## src/rtl/core/tse_pkg.sv

```systemverilog
`timescale 1ns / 1ps
`default_nettype none

package tse_pkg;

  // Header block geometry and field offsets.
  localparam int unsigned BlockBytes     = 512;
  localparam int unsigned PosW           = 9;
  localparam logic [PosW-1:0] SizeFirst  = 9'd124;
  localparam logic [PosW-1:0] SizeLast   = 9'd135;
  localparam logic [PosW-1:0] TypeOffset = 9'd156;
  localparam logic [PosW-1:0] LastPos    = 9'd511;

  // Character codes used by the header decode.
  localparam logic [7:0] CharZero  = 8'h30;
  localparam logic [7:0] CharSeven = 8'h37;
  localparam logic [7:0] TypeDir   = 8'h35;
  localparam logic [7:0] TypeNul   = 8'h00;

  // Byte classification codes.
  localparam logic [1:0] KindHeader  = 2'd0;
  localparam logic [1:0] KindPayload = 2'd1;
  localparam logic [1:0] KindSkip    = 2'd2;

  // Header event codes.
  localparam logic [2:0] EvNone    = 3'd0;
  localparam logic [2:0] EvZero    = 3'd1;
  localparam logic [2:0] EvDir     = 3'd2;
  localparam logic [2:0] EvSkipped = 3'd3;
  localparam logic [2:0] EvFile    = 3'd4;

  typedef struct packed {
    logic [7:0] data_byte;
    logic       chunk_last;
  } item_t;

  typedef struct packed {
    logic [1:0]  byte_kind;
    logic [7:0]  out_byte;
    logic [2:0]  header_event;
    logic [31:0] file_size;
    logic        file_close;
  } result_t;

endpackage

`default_nettype wire

```

## src/rtl/core/tse_parser.sv

```systemverilog
`timescale 1ns / 1ps
`default_nettype none

module tse_parser
  import tse_pkg::*;
(
  input  wire logic       clk,
  input  wire logic       rst,
  input  wire logic       step,
  input  wire logic [7:0] data_byte,
  output result_t         res
);

  logic [PosW-1:0] header_position, header_position_next;
  logic            block_all_zero, block_all_zero_next;
  logic [31:0]     size_accum, size_accum_next;
  logic            octal_stopped, octal_stopped_next;
  logic [7:0]      entry_type, entry_type_next;
  logic            in_payload, in_payload_next;
  logic [31:0]     bytes_left, bytes_left_next;
  logic [PosW-1:0] pad_left, pad_left_next;

  logic            is_regular;
  logic            zero_now;
  logic [PosW-1:0] pad;

  assign is_regular = (entry_type inside {CharZero, TypeNul});
  assign zero_now   = block_all_zero && (data_byte == 8'h00);
  // Padding up to the next block boundary is the negated low bits of the size.
  assign pad        = PosW'(0) - size_accum[PosW-1:0];

  // Next state and result for the byte at the parser input.
  always_comb begin
    header_position_next = header_position;
    block_all_zero_next  = block_all_zero;
    size_accum_next      = size_accum;
    octal_stopped_next   = octal_stopped;
    entry_type_next      = entry_type;
    in_payload_next      = in_payload;
    bytes_left_next      = bytes_left;
    pad_left_next        = pad_left;

    res              = '0;
    res.out_byte     = data_byte;
    res.byte_kind    = KindHeader;
    res.header_event = EvNone;

    if (in_payload) begin
      // Entry data first, then the padding to the block boundary.
      if (bytes_left != 32'd0) begin
        res.byte_kind   = is_regular ? KindPayload : KindSkip;
        bytes_left_next = bytes_left - 32'd1;
        res.file_close  = is_regular && (bytes_left == 32'd1);
        in_payload_next = (bytes_left != 32'd1) || (pad_left != '0);
      end else begin
        res.byte_kind   = KindSkip;
        pad_left_next   = pad_left - PosW'(1);
        in_payload_next = (pad_left != PosW'(1));
      end
    end else begin
      block_all_zero_next = zero_now;

      // Octal size field; the first non-digit ends it.
      if (header_position >= SizeFirst && header_position <= SizeLast && !octal_stopped) begin
        if (data_byte inside {[CharZero:CharSeven]}) begin
          size_accum_next = {size_accum[28:0], 3'b000} + {29'd0, data_byte[2:0]};
        end else begin
          octal_stopped_next = 1'b1;
        end
      end

      if (header_position == TypeOffset) begin
        entry_type_next = data_byte;
      end

      if (header_position == LastPos) begin
        // Header complete: report it and set up the data phase.
        if (zero_now) begin
          res.header_event = EvZero;
        end else if (entry_type == TypeDir) begin
          res.header_event = EvDir;
        end else if (!is_regular) begin
          res.header_event = EvSkipped;
          bytes_left_next  = size_accum;
          pad_left_next    = pad;
          in_payload_next  = (size_accum != 32'd0) || (pad != '0);
        end else begin
          res.header_event = EvFile;
          res.file_size    = size_accum;
          res.file_close   = (size_accum == 32'd0);
          bytes_left_next  = size_accum;
          pad_left_next    = pad;
          in_payload_next  = (size_accum != 32'd0) || (pad != '0);
        end
        header_position_next = '0;
        block_all_zero_next  = 1'b1;
        size_accum_next      = '0;
        octal_stopped_next   = 1'b0;
      end else begin
        header_position_next = header_position + PosW'(1);
      end
    end
  end

  // Parser state advances once per processed byte.
  always_ff @(posedge clk) begin
    if (rst) begin
      header_position <= '0;
      block_all_zero  <= 1'b1;
      size_accum      <= '0;
      octal_stopped   <= 1'b0;
      entry_type      <= '0;
      in_payload      <= 1'b0;
      bytes_left      <= '0;
      pad_left        <= '0;
    end else if (step) begin
      header_position <= header_position_next;
      block_all_zero  <= block_all_zero_next;
      size_accum      <= size_accum_next;
      octal_stopped   <= octal_stopped_next;
      entry_type      <= entry_type_next;
      in_payload      <= in_payload_next;
      bytes_left      <= bytes_left_next;
      pad_left        <= pad_left_next;
    end
  end

endmodule

`default_nettype wire

```

## src/rtl/core/tar_stream_extractor.sv

```systemverilog
// Byte-serial tar archive parser.
// The item channel (item_valid, item_ready, item) takes one archive byte
// per word; the result channel (result_valid, result_ready, result) gives
// exactly one tagged word for every byte, in order.
// Each result tells whether the byte was header, file payload or skipped,
// passes the byte through, and on the last byte of a 512-byte header
// carries the header event and, for a regular file, its parsed size.
// file_close marks the last payload byte of a file, or the header byte of
// an empty file.
// An accepted word sits in the input register, then the parser writes its
// result into the output register. Throughput is one word per cycle while
// result_ready does not stall the output, set by the single parser stage.
// When result_ready is low the result register holds its word and the
// input register still takes one more word before item_ready drops.
// Reset empties both registers and returns the parser to the start of a
// header block with no file open.
`timescale 1ns / 1ps
`default_nettype none

module tar_stream_extractor
  import tse_pkg::*;
(
  input  wire logic  clk,
  input  wire logic  rst,
  input  wire logic  item_valid,
  output logic       item_ready,
  input  wire item_t item,
  output logic       result_valid,
  input  wire logic  result_ready,
  output result_t    result
);

  logic    in_full;
  item_t   in_word;
  logic    advance;
  logic    step;
  result_t parsed;

  assign advance    = !result_valid || result_ready;
  assign item_ready = !in_full || advance;
  assign step       = in_full && advance;

  // Input register.
  always_ff @(posedge clk) begin
    if (rst) begin
      in_full <= 1'b0;
    end else if (item_ready) begin
      in_full <= item_valid;
    end
  end

  always_ff @(posedge clk) begin
    if (item_valid && item_ready) begin
      in_word <= item;
    end
  end

  tse_parser u_parser (
    .clk       (clk),
    .rst       (rst),
    .step      (step),
    .data_byte (in_word.data_byte),
    .res       (parsed)
  );

  // Output register.
  always_ff @(posedge clk) begin
    if (rst) begin
      result_valid <= 1'b0;
    end else if (advance) begin
      result_valid <= in_full;
    end
  end

  always_ff @(posedge clk) begin
    if (step) begin
      result <= parsed;
    end
  end

endmodule

`default_nettype wire

```

## config.mk

```make
export PLATFORM = sky130hd
export DESIGN_NAME = tar_stream_extractor
export DESIGN_NICKNAME = d
export VERILOG_FILES = /design/src/rtl/core/tse_pkg.sv /design/src/rtl/core/tse_parser.sv /design/src/rtl/core/tar_stream_extractor.sv
export SDC_FILE = /design/constraint.sdc
export NUM_CORES = 1
export LEC_CHECK = 0
export ABC_AREA = 1
export BUFFER_PORTS_ARGS = -buffer_cell sky130_fd_sc_hd__clkbuf_2
export CORE_UTILIZATION = 55
export CTS_BUF_LIST = sky130_fd_sc_hd__clkbuf_16
export DETAILED_ROUTE_END_ITERATION = 10
export PLACE_DENSITY = 0.74
export SLEW_MARGIN = 20
export SYNTH_ARGS = -nofsm -noshare
export SYNTH_HDL_FRONTEND = slang
export SYNTH_SLANG_ARGS = --single-unit
```

## constraint.sdc

```tcl
create_clock -name clk -period 2.4 [get_ports clk]
set_input_delay 0 -clock clk [delete_from_list [all_inputs] [get_ports clk]]
set_output_delay 0 -clock clk [all_outputs]
set_load 0.01 [all_outputs]
```

## Yosys cells after proc, flatten, opt, wreduce, memory -nomap -nowiden

Index checks and enable logic that the tools add are counted.

- Bits in registers: 149

- $add $sub $neg: 5
- Magnitude comparators: 4
- Equal/unequal tests: 12
- Multiplexer cells: 34
- Bitwise logic cells: 3
- Reductions and logical operators: 36

Operators with widths:

| cell | count |
|---|---|
| $mux 32 | 8 |
| $reduce_bool 32->1 | 2 |
| $mux 9 | 6 |
| $add 32x3->32 | 1 |
| $eq 32x1->1 const B | 1 |
| $logic_not 32->1 | 1 |
| $ne 32x1->1 const B | 1 |
| $sub 32x1->32 const B | 1 |
| $reduce_bool 9->1 | 2 |
| $eq 8x6->1 const B | 2 |
| $logic_not 8->1 | 2 |
| $mux 1 | 16 |
| $reduce_and 5->1 | 2 |
| $add 9x1->9 const B | 1 |
| $eq 9x8->1 const B | 1 |
| $eq 9x9->1 const B | 1 |
| $ge 9x7->1 const B | 1 |
| $le 9x8->1 const B | 1 |
| $ne 9x1->1 const B | 1 |
| $sub 1x9->9 const A | 1 |
| $sub 9x1->9 const B | 1 |
| $ge 8x6->1 const B | 1 |
| $le 8x6->1 const B | 1 |
| $reduce_and 4->1 | 2 |
| 15 further kinds | 37 |

## Depth between registers and ports, before layout

- Word-level depth: 7
- Gate-level depth with buffers: 16
- Gate-level depth less buffers: 15

## Hierarchy

From an unflattened synthesis, not the netlist that was laid out.

- Cells, all modules: 1036
- Area total of the unflattened synthesis: 7758.7 µm²

By module, submodules not included:

| module | instances | cells an instance | area an instance (µm²) | sequential area each (µm²) |
|---|---|---|---|---|
| tse_parser | 1 | 970 | 6045.8 | 1861.8 |
| tar_stream_extractor | 1 | 66 | 1712.9 | 1661.6 |

## Worst setup path after synthesis

OpenSTA, ideal clock, no wires.

- Path type: flip-flop to flip-flop
- Start: register u_parser.header_position[2]
- End: register u_parser.bytes_left[18]
- Arrival: 1819 ps
- Required time: 2287 ps
- Slack: 468 ps
- Cell stages (with the launch flop): 17
- Path buffers: 2
- Clock period less this slack: 1932 ps
- Cells stage by stage: dfxtp_1 -> nand2_1 -> inv_1 -> nand4_1 -> nor2_1 -> ha_1 -> buf_2 -> inv_1 -> nor2_1 -> nand2_1 -> nand2_1 -> nand2_4 -> inv_1 -> nand2_4 -> buf_12 -> nor2_1 -> nor2_1

- Word-level cells in the longest chain between the ends: 3

Ends and longest elaborated chain:

| element | RTL line | text |
|---|---|---|
| start, declared | tse_parser.sv:14 | `logic [PosW-1:0] header_position, header_position_next;` |
| start signal, assigned | tse_parser.sv:117 | `header_position <= header_position_next;` |
| $eq 9x9->1 | tse_parser.sv:76 | `if (header_position == LastPos) begin` |
| $reduce_bool 2->1 (no line) | -- |  |
| $reduce_and 5->1 (no line) | -- |  |
| end signal, assigned | tse_parser.sv:123 | `bytes_left <= bytes_left_next;` |
| end, declared | tse_parser.sv:20 | `logic [31:0] bytes_left, bytes_left_next;` |

No other way between the ends.
A chain may end at the register's enable or synchronous reset.

## Final worst setup path

- Start: register u_parser.header_position[2]
- End: register u_parser.size_accum[23]

- Word-level cells in the longest chain between the ends: 5

Ends and longest elaborated chain:

| element | RTL line | text |
|---|---|---|
| $ge 9x7->1 / $le 9x8->1 (equally long branches) | tse_parser.sv:64 | `if (header_position >= SizeFirst && header_position <= SizeLast && !octal_stopped) begin` |
| $logic_and 1x1->1 (2 in series) | tse_parser.sv:64 |  |
| $reduce_bool 2->1 (no line) | -- |  |
| $reduce_and 4->1 (no line) | -- |  |
| end signal, assigned | tse_parser.sv:119 | `size_accum <= size_accum_next;` |
| end, declared | tse_parser.sv:16 | `logic [31:0] size_accum, size_accum_next;` |

Parallel ways exist; a longest one is shown, timed or not.

==> impl_metrics.json <==
{
  "max-clock-path-buffers": 2,
  "crit_chain": "nand2_1 -> inv_1 -> nand4_1 -> nor2_1 -> ha_1 -> inv_1 -> nor2_1 -> nand2_1 -> nand2_4 -> buf_12 -> nand2_1 -> a21oi_1",
  "routedWlPerCell_um": 14.9,
  "clkTransAtPathRegs_ns": 0.07,
  "power_density_mw_per_mm2": 686,
  "min_path_type": "input port to register",
  "antenna_found_initial": 0,
  "slowest_stage": "dfxtp_1",
  "fmax_ghz": 0.467,
  "grt.busiest_layer": "met2",
  "slew_headroom_pct": 59.5,
  "first_pass_iters": 6,
  "ant_nets": 0,
  "dp_hpwl_mm": 12.8,
  "grt_pass1_wl_mm": 31.4,
  "grt.met3_usage_pct": 6.27,
  "die_h_um": 121,
  "cp_top_family": "simple AND/OR/NAND/NOR gates",
  "drc_errors": 0,
  "grt_max_degree": 51,
  "gp_congestion": 0.896,
  "max-vdd-ir-drop_v": 0.000506,
  "ctsRootBufferMaster": "clkbuf_16",
  "path_class": "register to register",
  "cpMostUsedCell": "nand2_1",
  "setup_tns_ns": 0,
  "synth.ff_latch_count": 149,
  "synthFlopType": "dfxtp_1",
  "syn-num-nets": 1063,
  "start_util_pct": 57.3,
  "cts_setup_buffers": 0,
  "drive_above_1_share_pct": 13.9,
  "fp-row-count": 42,
  "grt_pass1_vias": 6481,
  "num_io_pins": 61,
  "core_mm2": 0.0135,
  "die-area_mm2": 0.0145,
  "seq_area_frac_synth_pct": 45.5,
  "skew_ns": 0.0101,
  "num_antenna_cells": 0,
  "r2r_start": "u_parser.header_position[2]",
  "routed_wl_mm": 19.2,
  "drt_iter0_drc": 766,
  "htreeDepth": 4,
  "post_drt_via_cell_ratio": 5.44,
  "rsz0062_at_grt": "false",
  "cap_violations": 0,
  "clock_latency_ns": 0.43,
  "hold_viol": 0,
  "cpPeakStageDelay_ns": 0.37,
  "crit_required_ns": 2.76,
  "crit_start": "u_parser.header_position[2]",
  "numCtsBuffers": 17,
  "min_from": "item[7]",
  "area_growth_pct": 14.2,
  "post-route-period-util_pct": 89.2,
  "cts.sinks": 149,
  "mostFrequentLayoutCell": "nor2_1",
  "worst_pin_slew_ns": 0.607,
  "num_vias": 7033,
  "crit_buf_inv": 3,
  "grtUsageMet1_pct": 38.0,
  "crit_path_end_kind": "register",
  "outcome": "completed",
  "grt.total_usage_pct": 27.7,
  "avgSynthCellArea_um2": 7.44,
  "final_cell_mix": "nor2_1, nand2_1, inv_1, dfxtp_1, nand3_1",
  "met2_usage_pct": 43.2,
  "grt_overflow": 0,
  "layout_min_cycle_time_ns": 2.14,
  "io_buffers": 59,
  "tritoncts": "built",
  "synth_edf_count": 54,
  "nNetsFinal": 1126,
  "synthCells": 1040,
  "leakage_nw": 3.84,
  "cp.arrival_ns": 2.50,
  "path_max_fanout": 21,
  "finalSetupViolCount": 0,
  "ys_types": 46,
  "worstSetupStartpointType": "register",
  "power.total_mw": 6.06,
  "drv_slew": 0,
  "r2r_slack_ns": 0.26,
  "ys_async_sr_fraction_pct": 0,
  "synth_area_mm2": 0.00774,
  "die_w_um": 121,
  "ys_warn_count": 0
}
[layer usage]
| metal | vias up | routed length [um] |
|---|---|---|
| li1 | 3505 | - |
| met1 | 3277 | 8830 |
| met2 | 222 | 8850 |
| met3 | 29 | 1200 |
| met4 | 0 | 312 |
| met5 | - | 0 |
[synth_stat cells (2+ instances only)]
cell      instances  area (um^2)
a21oi_1          67          335
o211ai_1          3         22.5
nand3_1          83          415
xor2_1            9         78.8
buf_6             6         67.6
nand2_2          11         68.8
clkbuf_1         18         67.6
nor2_2           13         81.3
nand2_4           5         56.3
xnor2_1           4         35.0
nand3_2           2         20.0
nor2_4            7         78.8
nor2_1          219          822
o31ai_1           2         15.0
inv_1            99          372
o21bai_1          4         30.0
a21boi_0          4         30.0
nand4_1          17          106
buf_2            11         55.1
o21ai_0          51          255
inv_2             3         11.3
edfxtp_1         54         1620
o21ai_1          21          105
nand3b_1          2         15.0
nand2_1         193          724
nor3_1            4         20.0
or2_2             2         12.5
a22oi_1           3         22.5
dfxtp_1          95         1900
ha_1             10          125
buf_1             3         11.3
[kinds of logic (layout without fill, tap and decap cells)]
group	count (synthesis)	after routing	synth area share, %
adder cells (fa/ha/maj)	10	10	1.62
flip-flops	149	149	45.5
XOR/XNOR	13	13	1.47
AND/OR/NAND/NOR	564	564	32.2
AO/OA/AOI/OAI	159	159	10.9
buffers and inverters	145	221	8.21
[power by group]
group          switching (mW)  internal, mW  total, mW  leakage (nW)
combinational           0.483         0.253      0.736          2.31
sequential             0.0451          2.69       2.73          1.26
clock                    1.14          1.45       2.59         0.280
total                    1.67          4.39       6.06          3.84
[worst paths after layout]
kind                                                end  depth (start not counted)
worst min-delay path                         in_word[7]                          2
worst max-delay path            u_parser.size_accum[23]                         12
worst min register to register               result[43]                          0
worst max register to register  u_parser.size_accum[23]                         12
[registers in the layout, indices dropped and copies added, names as in the netlist, 8 cells and up]
name	flops
u_parser.header_position	9
result	46
u_parser.entry_type	8
u_parser.size_accum	32
u_parser.bytes_left	32
in_word	8
u_parser.pad_left	9
[what timing repair did]
item                                    4_1_cts  5_1_grt
hold buffers                                 12        0
endpoints found under the hold margin        11        0
resized for setup                             0        2
endpoints found under the setup margin        0        9
[final cells by class]
class | count | area, um^2
fillers | 1160 | 4670
inverters | 104 | 394
flip-flops and latches | 149 | 3520
clock buffers | 17 | 425
multi-input cells | 746 | 3590
repair buffers | 85 | 546
clock inverters | 15 | 140
well taps | 176 | 220
[metrics by stage]
stage | instances | setup WS [ns] | hold WS (ns) | cell area, um^2 | utilization, %
finish | 1292 | 0.259 | 0.282 | 8830 | 65.4
CTS | 1292 | 0.212 | 0.272 | 8830 | 65.4
global route | 1292 | 0.0113 | 0.285 | 8830 | 65.4
detailed placement | 1248 | 0.263 | 0.179 | 8140 | 60.3
global placement | 1248 | 0.308 | 0.177 | 8140 | 60.3
floorplan | 1040 | 0.468 | 0.0989 | 7740 | -
(Power assumes the default switching activity.)
